<file path="src/sv/mlfq_pkg.sv">
// shared types and constants of the feedback queue scheduler
`default_nettype none

package mlfq_pkg;

	localparam int LEVELS    = 3;
	localparam int LVL_W     = 2;
	localparam int ID_W      = 4;
	localparam int BURST_W   = 16;
	localparam int STAMP_W   = 16;
	localparam int QUANT_W   = 10;
	localparam int CFG_IDX_W = 2;
	localparam int STATUS_W  = 3;
	localparam int S_TDATA_W = 24;
	localparam int M_TDATA_W = 72;
	localparam int M_PAD_W   = M_TDATA_W - (ID_W + LVL_W + 4 * STAMP_W);

	typedef logic [LVL_W-1:0]   lvl_t;
	typedef logic [QUANT_W-1:0] quant_t;

	localparam lvl_t LVL_TOP = 2'd0;
	localparam lvl_t LVL_MID = 2'd1;
	localparam lvl_t LVL_BOT = 2'd2;

	localparam quant_t QUANT_RESET [LEVELS] = '{10'd4, 10'd8, 10'd16};

	localparam logic [CFG_IDX_W-1:0] CFG_QUANT_TOP = 2'd0;
	localparam logic [CFG_IDX_W-1:0] CFG_QUANT_MID = 2'd1;
	localparam logic [CFG_IDX_W-1:0] CFG_QUANT_BOT = 2'd2;

	localparam logic REQ_ARRIVE = 1'b0;
	localparam logic REQ_TICK   = 1'b1;

	typedef enum logic [STATUS_W-1:0] {
		ST_ACCEPTED  = 3'd0,
		ST_REJECTED  = 3'd1,
		ST_IDLE      = 3'd2,
		ST_CONTINUES = 3'd3,
		ST_FINISHED  = 3'd4,
		ST_PREEMPTED = 3'd5,
		ST_DEMOTED   = 3'd6
	} status_t;

	// queue command: at most one pop and one push per cycle
	typedef struct packed {
		logic pop;
		lvl_t pop_lvl;
		logic push;
		lvl_t push_lvl;
	} q_cmd_t;

	// slot table command
	typedef struct packed {
		logic arrive;
		logic run;
		logic start;
		logic finish;
	} slot_cmd_t;

endpackage

`default_nettype wire

</file>
<file path="src/sv/mlfq_scheduler_unit.sv">
// top level of the three-level feedback queue scheduler
//
// One transfer on the slave stream is one request: an arrival (tuser = 0) that
// puts a process slot with its burst into the top queue, or a tick (tuser = 1)
// that runs the current process for one unit. Every request gives exactly one
// result transfer on the master stream, with the status code in tuser. The
// block takes one request per clock while the result side accepts; a taken
// request waits in the input register, then the whole decision
// (pick, decrement, finish/preempt/demote test, at most one queue push) is one
// pass of logic into the result register. The rate is set by the per-item
// state loop: queue heads, the running slot and the slot tables are updated in
// that same cycle, and the slot and link memories are read in the cycle before,
// at the address the next state points to, with a bypass for same-edge writes.
// No clearing pass follows reset; the block is ready at the first clock.
// Quantum registers are written through the cfg port (index 0 top, 1 middle,
// 2 bottom, other indexes ignored); the user must write them only while no request
// is in flight, which the block does not enforce; a quantum of zero acts as one.
`default_nettype none

module mlfq_scheduler_unit #(
	parameter int PROC_SLOTS = 16,
	parameter int TIME_BITS  = 16
) (
	input  logic                             clk,
	input  logic                             arst_n,
	// request stream
	input  logic                             s_tvalid,
	output logic                             s_tready,
	input  logic [mlfq_pkg::S_TDATA_W-1:0]   s_tdata,   // proc_id[3:0], burst_length[19:4], pad
	input  logic                             s_tuser,   // req_type
	// result stream
	output logic                             m_tvalid,
	input  logic                             m_tready,
	output logic [mlfq_pkg::M_TDATA_W-1:0]   m_tdata,   // run_id, run_level, time_stamp,
	                                                    // turnaround, waiting, response, pad
	output logic [mlfq_pkg::STATUS_W-1:0]    m_tuser,   // status
	// quantum register writes
	input  logic                             cfg_valid,
	output logic                             cfg_ready,
	input  logic [mlfq_pkg::CFG_IDX_W-1:0]   cfg_index,
	input  logic [mlfq_pkg::QUANT_W-1:0]     cfg_data
);
	import mlfq_pkg::*;

	localparam int SLOT_W = $clog2(PROC_SLOTS);
	typedef logic [SLOT_W-1:0] slot_t;

	// input register
	logic                s_valid_s1;
	logic                req_s1;
	logic [ID_W-1:0]     id_s1;
	logic [BURST_W-1:0]  burst_s1;

	// scheduler state
	quant_t              quant_q [LEVELS];
	logic [TIME_BITS-1:0] time_q;
	logic                run_valid_q;
	slot_t               run_slot_q;
	lvl_t                run_lvl_q;
	quant_t              slice_q;

	// result register
	logic                m_valid_q;
	status_t             m_status_q;
	logic [ID_W-1:0]     m_id_q;
	lvl_t                m_lvl_q;
	logic [STAMP_W-1:0]  m_stamp_q;
	logic [STAMP_W-1:0]  m_turn_q;
	logic [STAMP_W-1:0]  m_wait_q;
	logic [STAMP_W-1:0]  m_resp_q;

	// queue and slot table hookup
	q_cmd_t              qcmd;
	slot_cmd_t           scmd;
	logic [LEVELS-1:0]   nonempty;
	slot_t               pick_slot;
	slot_t               pick_slot_next;
	slot_t               push_slot;
	slot_t               rd_slot;
	logic [PROC_SLOTS-1:0] slot_active;
	logic                cur_started;
	logic [BURST_W-1:0]  cur_work;
	logic [BURST_W-1:0]  cur_burst;
	logic [TIME_BITS-1:0] cur_arrived;
	logic [TIME_BITS-1:0] cur_first;

	// decision logic
	logic                fire;
	logic                is_tick;
	logic                id_ok;
	slot_t               arr_slot;
	logic                arr_busy;
	logic                any_queued;
	logic                have_run;
	lvl_t                pick_lvl;
	slot_t               cur_slot;
	lvl_t                cur_lvl;
	quant_t              pick_quant;
	quant_t              slice_cur;
	quant_t              slice_new;
	logic [BURST_W-1:0]  work_new;
	logic                higher;
	logic [TIME_BITS-1:0] time_inc;
	logic [TIME_BITS-1:0] first_at;
	logic [TIME_BITS-1:0] turn_full;
	logic [TIME_BITS-1:0] resp_full;
	logic [STAMP_W-1:0]  turn16;

	status_t             st;
	logic [ID_W-1:0]     o_id;
	lvl_t                o_lvl;
	logic [STAMP_W-1:0]  o_turn;
	logic [STAMP_W-1:0]  o_wait;
	logic [STAMP_W-1:0]  o_resp;
	logic [TIME_BITS-1:0] time_n;
	logic                run_valid_n;
	slot_t               run_slot_n;
	lvl_t                run_lvl_n;
	quant_t              slice_n;

	// the request in the input register is worked off when the result register can take it
	assign fire      = s_valid_s1 && (!m_valid_q || m_tready);
	assign s_tready  = !s_valid_s1 || fire;
	assign cfg_ready = 1'b1;

	always_ff @(posedge clk or negedge arst_n) begin
		if (!arst_n) begin
			s_valid_s1 <= 1'b0;
		end else if (s_tready) begin
			s_valid_s1 <= s_tvalid;
		end
	end

	always_ff @(posedge clk) begin
		if (s_tvalid && s_tready) begin
			req_s1   <= s_tuser;
			id_s1    <= s_tdata[ID_W-1:0];
			burst_s1 <= s_tdata[ID_W +: BURST_W];
		end
	end

	// arrival checks; a zero burst counts as one
	assign is_tick  = (req_s1 == REQ_TICK);
	assign id_ok    = int'(id_s1) < PROC_SLOTS;
	assign arr_slot = SLOT_W'(id_s1);
	assign arr_busy = !id_ok || slot_active[arr_slot];

	// pick: front of the highest non-empty level, used only when nothing runs
	assign any_queued = |nonempty;
	assign have_run   = run_valid_q || any_queued;
	assign pick_lvl   = nonempty[0] ? LVL_TOP : (nonempty[1] ? LVL_MID : LVL_BOT);
	assign pick_quant = quant_q[pick_lvl];
	assign cur_slot   = run_valid_q ? run_slot_q : pick_slot;
	assign cur_lvl    = run_valid_q ? run_lvl_q : pick_lvl;
	assign slice_cur  = run_valid_q ? slice_q :
	                    ((pick_quant == '0) ? quant_t'(1) : pick_quant);
	assign slice_new  = slice_cur - 1'b1;
	assign work_new   = cur_work - 1'b1;
	assign time_inc   = time_q + 1'b1;

	always_comb begin
		case (cur_lvl)
			LVL_MID: higher = nonempty[0];
			LVL_BOT: higher = nonempty[0] || nonempty[1];
			default: higher = 1'b0;
		endcase
	end

	// first run is now when the slot has never run before
	assign first_at  = cur_started ? cur_first : time_q;
	assign turn_full = time_inc - cur_arrived;
	assign resp_full = first_at - cur_arrived;
	assign turn16    = STAMP_W'(turn_full);

	assign push_slot = is_tick ? cur_slot : arr_slot;

	always_comb begin
		qcmd        = '0;
		scmd        = '0;
		st          = ST_IDLE;
		o_id        = '0;
		o_lvl       = LVL_TOP;
		o_turn      = '0;
		o_wait      = '0;
		o_resp      = '0;
		time_n      = time_q;
		run_valid_n = run_valid_q;
		run_slot_n  = run_slot_q;
		run_lvl_n   = run_lvl_q;
		slice_n     = slice_q;
		if (fire) begin
			if (!is_tick) begin
				o_id = id_s1;
				if (arr_busy) begin
					st = ST_REJECTED;
				end else begin
					st            = ST_ACCEPTED;
					scmd.arrive   = 1'b1;
					qcmd.push     = 1'b1;
					qcmd.push_lvl = LVL_TOP;
				end
			end else begin
				time_n = time_inc;
				if (have_run) begin
					qcmd.pop     = !run_valid_q;
					qcmd.pop_lvl = pick_lvl;
					scmd.run     = 1'b1;
					scmd.start   = !cur_started;
					o_id         = ID_W'(cur_slot);
					o_lvl        = cur_lvl;
					run_slot_n   = cur_slot;
					run_lvl_n    = cur_lvl;
					slice_n      = slice_new;
					run_valid_n  = 1'b0;
					if (work_new == '0) begin
						st          = ST_FINISHED;
						scmd.finish = 1'b1;
						o_turn      = turn16;
						o_wait      = turn16 - cur_burst;
						o_resp      = STAMP_W'(resp_full);
					end else if (higher) begin
						// back to the tail of its own level
						st            = ST_PREEMPTED;
						qcmd.push     = 1'b1;
						qcmd.push_lvl = cur_lvl;
					end else if (slice_new == '0) begin
						// slice used up: one level down, bottom stays
						st            = ST_DEMOTED;
						qcmd.push     = 1'b1;
						qcmd.push_lvl = (cur_lvl == LVL_BOT) ? LVL_BOT : lvl_t'(cur_lvl + 1'b1);
					end else begin
						st          = ST_CONTINUES;
						run_valid_n = 1'b1;
					end
				end
			end
		end
	end

	// slot tables are read at the slot the next state will work on
	assign rd_slot = run_valid_n ? run_slot_n : pick_slot_next;

	mlfq_queues #(
		.PROC_SLOTS(PROC_SLOTS)
	) u_queues (
		.clk           (clk),
		.arst_n        (arst_n),
		.cmd           (qcmd),
		.push_slot     (push_slot),
		.nonempty      (nonempty),
		.pick_slot     (pick_slot),
		.pick_slot_next(pick_slot_next)
	);

	mlfq_slots #(
		.PROC_SLOTS(PROC_SLOTS),
		.TIME_BITS (TIME_BITS)
	) u_slots (
		.clk        (clk),
		.arst_n     (arst_n),
		.cmd        (scmd),
		.arr_slot   (arr_slot),
		.arr_burst  ((burst_s1 == '0) ? BURST_W'(1) : burst_s1),
		.cur_slot   (cur_slot),
		.rd_slot    (rd_slot),
		.time_now   (time_q),
		.work_new   (work_new),
		.active     (slot_active),
		.cur_started(cur_started),
		.cur_work   (cur_work),
		.cur_burst  (cur_burst),
		.cur_arrived(cur_arrived),
		.cur_first  (cur_first)
	);

	// scheduler state and quantum registers
	always_ff @(posedge clk or negedge arst_n) begin
		if (!arst_n) begin
			for (int l = 0; l < LEVELS; l++) begin
				quant_q[l] <= QUANT_RESET[l];
			end
			time_q      <= '0;
			run_valid_q <= 1'b0;
			run_slot_q  <= '0;
			run_lvl_q   <= LVL_TOP;
			slice_q     <= '0;
		end else begin
			if (cfg_valid && cfg_ready) begin
				case (cfg_index)
					CFG_QUANT_TOP: quant_q[0] <= cfg_data;
					CFG_QUANT_MID: quant_q[1] <= cfg_data;
					CFG_QUANT_BOT: quant_q[2] <= cfg_data;
					default: begin
					end
				endcase
			end
			time_q      <= time_n;
			run_valid_q <= run_valid_n;
			run_slot_q  <= run_slot_n;
			run_lvl_q   <= run_lvl_n;
			slice_q     <= slice_n;
		end
	end

	// result register
	always_ff @(posedge clk or negedge arst_n) begin
		if (!arst_n) begin
			m_valid_q  <= 1'b0;
			m_status_q <= ST_IDLE;
		end else begin
			if (fire) begin
				m_valid_q  <= 1'b1;
				m_status_q <= st;
			end else if (m_tready) begin
				m_valid_q <= 1'b0;
			end
		end
	end

	always_ff @(posedge clk) begin
		if (fire) begin
			m_id_q    <= o_id;
			m_lvl_q   <= o_lvl;
			m_stamp_q <= STAMP_W'(time_n);
			m_turn_q  <= o_turn;
			m_wait_q  <= o_wait;
			m_resp_q  <= o_resp;
		end
	end

	assign m_tvalid = m_valid_q;
	assign m_tuser  = m_status_q;
	assign m_tdata  = {{M_PAD_W{1'b0}}, m_resp_q, m_wait_q, m_turn_q, m_stamp_q,
	                   m_lvl_q, m_id_q};

	// the running process always owns an active slot
	a_run_active: assert property (@(posedge clk) disable iff (!arst_n)
		run_valid_q |-> slot_active[run_slot_q])
		else $error("running slot is not active");

	// a process left running still has slice left
	a_run_slice: assert property (@(posedge clk) disable iff (!arst_n)
		run_valid_q |-> (slice_q != '0))
		else $error("running process with empty slice");

	// every tick advances time by exactly one
	a_tick_time: assert property (@(posedge clk) disable iff (!arst_n)
		(fire && is_tick) |=> (time_q == TIME_BITS'($past(time_q) + 1'b1)))
		else $error("tick did not advance time by one");

	// a tick with queued or running work is never reported idle
	a_tick_work: assert property (@(posedge clk) disable iff (!arst_n)
		(fire && is_tick && have_run) |=> (m_tuser != ST_IDLE))
		else $error("tick with pending work reported idle");

endmodule

`default_nettype wire

</file>
<file path="src/sv/mlfq_ram.sv">
// generic single-write, single-read ram with registered read data
`default_nettype none

module mlfq_ram #(
	parameter int WIDTH = 16,
	parameter int DEPTH = 16
) (
	input  logic                     clk,
	input  logic                     wr_en,
	input  logic [$clog2(DEPTH)-1:0] wr_addr,
	input  logic [WIDTH-1:0]         wr_data,
	input  logic [$clog2(DEPTH)-1:0] rd_addr,
	output logic [WIDTH-1:0]         rd_data
);

	logic [WIDTH-1:0] mem [DEPTH];

	always_ff @(posedge clk) begin
		if (wr_en) begin
			mem[wr_addr] <= wr_data;
		end
		rd_data <= mem[rd_addr];
	end

endmodule

`default_nettype wire

</file>
<file path="src/sv/mlfq_queues.sv">
// three level queues kept as linked lists over the process slots
`default_nettype none

module mlfq_queues #(
	parameter int PROC_SLOTS = 16
) (
	input  logic                          clk,
	input  logic                          arst_n,
	input  mlfq_pkg::q_cmd_t              cmd,
	input  logic [$clog2(PROC_SLOTS)-1:0] push_slot,
	output logic [mlfq_pkg::LEVELS-1:0]   nonempty,
	output logic [$clog2(PROC_SLOTS)-1:0] pick_slot,
	output logic [$clog2(PROC_SLOTS)-1:0] pick_slot_next
);
	import mlfq_pkg::*;

	localparam int SLOT_W = $clog2(PROC_SLOTS);
	typedef logic [SLOT_W-1:0] slot_t;

	slot_t             head_q [LEVELS];
	slot_t             tail_q [LEVELS];
	logic [LEVELS-1:0] ne_q;
	slot_t             head_n [LEVELS];
	slot_t             tail_n [LEVELS];
	logic [LEVELS-1:0] ne_n;
	logic [LEVELS-1:0] ne_mid;
	logic              link_we;
	slot_t             link_wa;
	slot_t             link_rd;
	slot_t             succ;
	logic              fwd_q;
	slot_t             fwd_d_q;

	// successor of the current pick head, with bypass of last cycle's link write
	assign succ = fwd_q ? fwd_d_q : link_rd;

	always_comb begin
		link_we = 1'b0;
		link_wa = tail_q[0];
		for (int l = 0; l < LEVELS; l++) begin
			head_n[l] = head_q[l];
			tail_n[l] = tail_q[l];
			ne_mid[l] = ne_q[l];
			if (cmd.pop && cmd.pop_lvl == lvl_t'(l)) begin
				head_n[l] = succ;
				if (head_q[l] == tail_q[l]) begin
					ne_mid[l] = 1'b0;
				end
			end
			ne_n[l] = ne_mid[l];
			if (cmd.push && cmd.push_lvl == lvl_t'(l)) begin
				if (!ne_mid[l]) begin
					head_n[l] = push_slot;
				end
				link_we   = ne_mid[l];
				link_wa   = tail_q[l];
				tail_n[l] = push_slot;
				ne_n[l]   = 1'b1;
			end
		end
	end

	assign nonempty       = ne_q;
	assign pick_slot      = ne_q[0] ? head_q[0] : (ne_q[1] ? head_q[1] : head_q[2]);
	assign pick_slot_next = ne_n[0] ? head_n[0] : (ne_n[1] ? head_n[1] : head_n[2]);

	mlfq_ram #(
		.WIDTH(SLOT_W),
		.DEPTH(PROC_SLOTS)
	) u_link (
		.clk    (clk),
		.wr_en  (link_we),
		.wr_addr(link_wa),
		.wr_data(push_slot),
		.rd_addr(pick_slot_next),
		.rd_data(link_rd)
	);

	always_ff @(posedge clk or negedge arst_n) begin
		if (!arst_n) begin
			for (int l = 0; l < LEVELS; l++) begin
				head_q[l] <= '0;
				tail_q[l] <= '0;
			end
			ne_q    <= '0;
			fwd_q   <= 1'b0;
			fwd_d_q <= '0;
		end else begin
			for (int l = 0; l < LEVELS; l++) begin
				head_q[l] <= head_n[l];
				tail_q[l] <= tail_n[l];
			end
			ne_q    <= ne_n;
			fwd_q   <= link_we && (link_wa == pick_slot_next);
			fwd_d_q <= push_slot;
		end
	end

endmodule

`default_nettype wire

</file>
<file path="src/sv/mlfq_slots.sv">
// per-slot bookkeeping: flags in flops, counters and time marks in ram
`default_nettype none

module mlfq_slots #(
	parameter int PROC_SLOTS = 16,
	parameter int TIME_BITS  = 16
) (
	input  logic                           clk,
	input  logic                           arst_n,
	input  mlfq_pkg::slot_cmd_t            cmd,
	input  logic [$clog2(PROC_SLOTS)-1:0]  arr_slot,
	input  logic [mlfq_pkg::BURST_W-1:0]   arr_burst,
	input  logic [$clog2(PROC_SLOTS)-1:0]  cur_slot,
	input  logic [$clog2(PROC_SLOTS)-1:0]  rd_slot,
	input  logic [TIME_BITS-1:0]           time_now,
	input  logic [mlfq_pkg::BURST_W-1:0]   work_new,
	output logic [PROC_SLOTS-1:0]          active,
	output logic                           cur_started,
	output logic [mlfq_pkg::BURST_W-1:0]   cur_work,
	output logic [mlfq_pkg::BURST_W-1:0]   cur_burst,
	output logic [TIME_BITS-1:0]           cur_arrived,
	output logic [TIME_BITS-1:0]           cur_first
);
	import mlfq_pkg::*;

	localparam int SLOT_W = $clog2(PROC_SLOTS);
	localparam int AB_W   = TIME_BITS + BURST_W;

	logic [PROC_SLOTS-1:0] active_q;
	logic [PROC_SLOTS-1:0] started_q;

	logic                  work_we;
	logic [SLOT_W-1:0]     work_wa;
	logic [BURST_W-1:0]    work_wd;
	logic [BURST_W-1:0]    work_rd;
	logic [AB_W-1:0]       ab_wd;
	logic [AB_W-1:0]       ab_rd;
	logic [TIME_BITS-1:0]  first_rd;

	logic                  work_fwd_q;
	logic [BURST_W-1:0]    work_fwd_d_q;
	logic                  ab_fwd_q;
	logic [AB_W-1:0]       ab_fwd_d_q;
	logic                  first_fwd_q;
	logic [TIME_BITS-1:0]  first_fwd_d_q;
	logic [AB_W-1:0]       ab_cur;

	assign work_we = cmd.arrive || cmd.run;
	assign work_wa = cmd.arrive ? arr_slot : cur_slot;
	assign work_wd = cmd.arrive ? arr_burst : work_new;
	assign ab_wd   = {time_now, arr_burst};

	mlfq_ram #(.WIDTH(BURST_W), .DEPTH(PROC_SLOTS)) u_work (
		.clk    (clk),
		.wr_en  (work_we),
		.wr_addr(work_wa),
		.wr_data(work_wd),
		.rd_addr(rd_slot),
		.rd_data(work_rd)
	);

	mlfq_ram #(.WIDTH(AB_W), .DEPTH(PROC_SLOTS)) u_arrival (
		.clk    (clk),
		.wr_en  (cmd.arrive),
		.wr_addr(arr_slot),
		.wr_data(ab_wd),
		.rd_addr(rd_slot),
		.rd_data(ab_rd)
	);

	mlfq_ram #(.WIDTH(TIME_BITS), .DEPTH(PROC_SLOTS)) u_first (
		.clk    (clk),
		.wr_en  (cmd.start),
		.wr_addr(cur_slot),
		.wr_data(time_now),
		.rd_addr(rd_slot),
		.rd_data(first_rd)
	);

	// reads were issued in the cycle before; bypass writes that landed at the same edge
	assign cur_work    = work_fwd_q ? work_fwd_d_q : work_rd;
	assign ab_cur      = ab_fwd_q ? ab_fwd_d_q : ab_rd;
	assign cur_first   = first_fwd_q ? first_fwd_d_q : first_rd;
	assign cur_burst   = ab_cur[BURST_W-1:0];
	assign cur_arrived = ab_cur[AB_W-1:BURST_W];
	assign cur_started = started_q[cur_slot];
	assign active      = active_q;

	always_ff @(posedge clk or negedge arst_n) begin
		if (!arst_n) begin
			active_q    <= '0;
			started_q   <= '0;
			work_fwd_q  <= 1'b0;
			ab_fwd_q    <= 1'b0;
			first_fwd_q <= 1'b0;
		end else begin
			if (cmd.arrive) begin
				active_q[arr_slot]  <= 1'b1;
				started_q[arr_slot] <= 1'b0;
			end
			if (cmd.start) begin
				started_q[cur_slot] <= 1'b1;
			end
			if (cmd.finish) begin
				active_q[cur_slot] <= 1'b0;
			end
			work_fwd_q  <= work_we && (work_wa == rd_slot);
			ab_fwd_q    <= cmd.arrive && (arr_slot == rd_slot);
			first_fwd_q <= cmd.start && (cur_slot == rd_slot);
		end
	end

	always_ff @(posedge clk) begin
		work_fwd_d_q  <= work_wd;
		ab_fwd_d_q    <= ab_wd;
		first_fwd_d_q <= time_now;
	end

endmodule

`default_nettype wire

</file>
<file path="config.mk">
export PLATFORM = sky130hd
export DESIGN_NAME = mlfq_scheduler_unit
export DESIGN_NICKNAME = d
export VERILOG_FILES = /design/src/sv/mlfq_pkg.sv /design/src/sv/mlfq_scheduler_unit.sv /design/src/sv/mlfq_ram.sv /design/src/sv/mlfq_queues.sv /design/src/sv/mlfq_slots.sv
export SDC_FILE = /design/constraint.sdc
export NUM_CORES = 2
export LEC_CHECK = 0
export BUFFER_PORTS_ARGS = -buffer_cell sky130_fd_sc_hd__buf_4
export CAP_MARGIN = 20
export CORE_ASPECT_RATIO = 1.5
export CORE_MARGIN = 2
export CORE_UTILIZATION = 35
export CTS_CLUSTER_SIZE = 30
export DETAILED_ROUTE_END_ITERATION = 10
export SYNTH_ARGS = -nofsm -noshare
export SYNTH_HDL_FRONTEND = slang
export SYNTH_SLANG_ARGS = --single-unit
</file>
<file path="constraint.sdc">
create_clock -name clk -period 7.94 [get_ports clk]
set_input_delay 0.794 -clock clk [delete_from_list [all_inputs] [get_ports clk]]
set_output_delay 0.794 -clock clk [all_outputs]
set_load 0.05 [all_outputs]
</file>
==> impl_results.md <==
* Mapped Cells at ~4600
* Die area at 171000 sq um
* Synth top cells by count: edfxtp_1, nand2_1, a21oi_1, clkbuf_1, nor2_1
* Met1 wire length at 64.7 mm
* Largest net degree at the start of global routing at between 100 and 150
* Syn. warnings at 0
* Critical Path RT at 8.62 ns
* Remaining DRCs at 0
* Synth area leader: edfxtp_1
* Sequential share of power at 0.343
* Tcrit/Tclk final at 0.888
* Layout cells sized above 1 at 0.125
* Inst Count DP at 6833
* Vias per cell at 5.35
* Clock Sinks at between 1000 and 1500
* Net switching power at roughly 11 mW
* I/O Buffers at about 110
* Core area at 167000 sq um
* Peak VDD IR at 0.593 mV
* Met3 WL at 8.83 mm
* Post-layout nets at 4844
* Die Y at 505 microns
* DR iter-0 viols at 3272
* Cts repair resizes at 0
* Reg2Reg Depth at 24
* Drt pass-1 iters at 8
* Min Hold Slack at roughly 0.087 ns
* Filler cells at 15400
* FF-to-FF setup slack at between 0.8 and 0.9 ns
* CTS tree: done
* Met2 WL post-DR at 82.1 mm
* Max-cap violations at 0
* Synth top area share at 0.604
* CP Class: reg2reg
* Max Used Layer: met5
* Sequential fraction of the synthesis area at 0.701
* RSZ-0062 raised after global routing: no
* ANT nets after route at 0
* Clk Latency, worst-skew pair at 0.78 ns
* Hold/Removal Path Class: in2async
* WP data arrival at around 7.7 ns
* Initial antenna violation count at 2
* Max Clk Rate at 142 MHz
* Fin cells at 7093
* Area of the multi-input gates at roughly 16000 sq um
* Total track usage at 0.183
* Critical path capture point: u_slots.u_arrival.rd_data[10]$_DFF_P_
* Worst clock skew at roughly 0.034 ns
* Area Overhead vs Synth at 15.0%
* Dpl hpwl at 93.8 mm
* # rows at 184
* Setup bufs post-CTS at 0
* CTS Root Cell: clkbuf_16
* Share of flip-flops with an asynchronous set or reset at 0.0944
* Main flop type after synthesis: edfxtp_1
* Initial Utilization at 0.351
* GRT overflow at 0
* DP Area at 62800 sq um
* Cell area power density at between 400 and 500 nW/um^2
* H-Tree Depth at 4
* Post-synth EDFFs at approximately 1200
* Routability Congestion at approximately 0.85
* Mapped Avg Cell Area at approximately 13 sq um
* Hold Buf Count CTS at 0
* Avg WL per Cell at between 20 and 25 microns
* FF+latch count, synth at between 1000 and 1500
* Tmin final at 7.05 ns
* Worst r2r src: u_queues.nonempty[1]$_DFF_PN0_
* Reg area at a little over 40000 sq um
* Worst rel slew slack at 0.242
* DRT Wirelength at 160 mm
* R2R Path End: u_slots.u_arrival.rd_data[10]$_DFF_P_
* CP Launch Type: flip-flop
* Clock power share at 0.236
* DIE WIDTH at between 300 and 400 microns
* I/O pin total at 120
* Max Fanout on Critical Path at 30
* Unique masters post-synth at between 70 and 80
* Combinational Power Share at 0.421
* Clock transition at path regs at 0.06 ns
* Largest cells by area after synthesis: edfxtp_1, nand2_1, dfrtp_1
* Final Setup Violations at 0
* LEAKAGE at 24.0 nW
* Cts bufs inserted at 140
* Setup TNS at 0 ns
* Int Power at 17.1 mW
* Least-Margin Pin Slew at approximately 1.1 ns
* Status: finished, final reports clean
* Post-route cell area at a little under 70000 sq um
* Sw frac at 0.394
* Maximum clock insertion buffer count at 3
* Synthesized area at approximately 59000 sq um
* Via count at 37900
* Critical Path Source: u_queues.nonempty[1]$_DFF_PN0_
* First-pass GRT wire length at roughly 240 mm
* Fin. max-slew vios at 0
* Vias in the first global route at 37100
* Critical path endpoint category: flip-flop
* Hold Violations, Final at 0
* Count leader, synth: edfxtp_1
-- cell families after synthesis --
kind of cell | count (synthesis) | share of synthesized area
fa+ha+maj | 56 | 0.0123
compound gates | 1145 | 0.118
flops | 1430 | 0.701
other cells | 2 | 0.000128
simple gates | 1381 | 0.0989
buf+inv | 349 | 0.0233
xor+xnor | 105 | 0.0157
mux | 159 | 0.0301
-- power groups by stage --
stage                     logic [mW]  registers, mW  clock network [mW]
after floorplan                 7.94           9.77                   0
after global placement          11.6           9.79                   0
after detailed placement        11.8           9.79                   0
after CTS                       11.8           9.63                6.76
after global routing            13.0           9.69                7.03
final                           11.8           9.64                6.64
-- area by class of cell --
type | count | area share
Antenna cell | 1 | 0.0000371
Clock buffer | 198 | 0.0588
Clock inverter | 58 | 0.00929
Inverter | 62 | 0.00347
Multi-Input combinational cell | 2849 | 0.244
Sequential cell | 1430 | 0.609
Tap cell | 2232 | 0.0414
Timing Repair Buffer | 263 | 0.0337
-- critical path: stages (launching register included) --
cell and delay [ns]:
dfrtp_1 0.80, buf_4 0.26, mux2_2 0.33, mux2i_1 0.28, nand3_1 0.16, nand3b_1 0.19
a31oi_1 0.29, inv_1 0.08, ha_1 0.26, inv_1 0.12, xnor2_1 0.12, a221o_1 0.18
nor4bb_1 0.27, and3_1 0.30, o2111ai_1 0.20, a211oi_2 0.59, or2_1 0.28, nand2_2 0.14
o22a_1 0.27, o2111ai_1 0.28, buf_4 0.25, nor2b_4 0.56, buf_12 0.32, a32oi_1 0.21
o211ai_1 0.13
-- registers in the layout (all words and copies together), names as in the netlist, 30 cells and up --
name                       cells
u_slots.u_arrival.mem        512
quant_q                       30
u_slots.u_first.mem          256
u_slots.ab_fwd_d_q            32
u_slots.u_arrival.rd_data     32
u_slots.u_work.mem           256
u_queues.u_link.mem           64
-- layout by cell type (no fill, tap or decap), types with 12 or more instances in the layout --
cell type and count:
mux2_2 51, edfxtp_1 1179, buf_4 240, a21o_1 27, or3_1 15, dfxtp_1 116
a21oi_1 647, a22o_1 69, clkinv_2 21, xor2_1 34, nor2_2 17, clkbuf_8 16
and2_1 23, and3_1 16, o21ai_0 100, dfrtp_1 130, clkbuf_16 144, inv_1 60
nor2_4 20, nor2_1 169, buf_12 18, xnor2_1 71, a32oi_1 64, nand2b_1 23
a22oi_1 68, mux2i_1 99, nor2b_1 15, nor3_1 32, o211ai_1 67, clkbuf_1 38
a211oi_1 16, nand3_1 89, o22ai_1 12, nand2_1 894, ha_1 53
-- per-stage QoR --
stage	worst slack (ns)	total power, mW	utilization
after global placement	0.953	21.4	0.376
after CTS	0.957	28.2	0.404
after floorplan	1.50	17.7	-
after global routing	0.501	29.8	0.404
after detailed placement	1.00	21.6	0.376
final	0.891	28.1	0.404
-- per-layer routing --
layer | GRT usage | up-vias
met2 | 0.323 | 1275
li1 | - | 17200
met1 | 0.228 | 19200
met3 | 0.0277 | 269
met4 | 0.0585 | 2
met5 | 0 | -
-- worst min-delay path by stage --
stage,end,from,cells past startpoint
3_5_place_dp,u_slots.ab_fwd_d_q[25]$_DFF_P_,time_q[9]$_DFF_PN0_,0
5_1_grt,quant_q[12]$_DFFE_PN0P_,arst_n,1
4_1_cts,quant_q[5]$_DFFE_PN0P_,arst_n,1
3_3_place_gp,u_slots.ab_fwd_d_q[25]$_DFF_P_,time_q[9]$_DFF_PN0_,0
2_1_floorplan,slice_q[7]$_DFFE_PN0P_,slice_q[7]$_DFFE_PN0P_,2
6_report,quant_q[10]$_DFFE_PN0P_,arst_n,1
No activity file was read; power rests on OpenSTA's default activity.
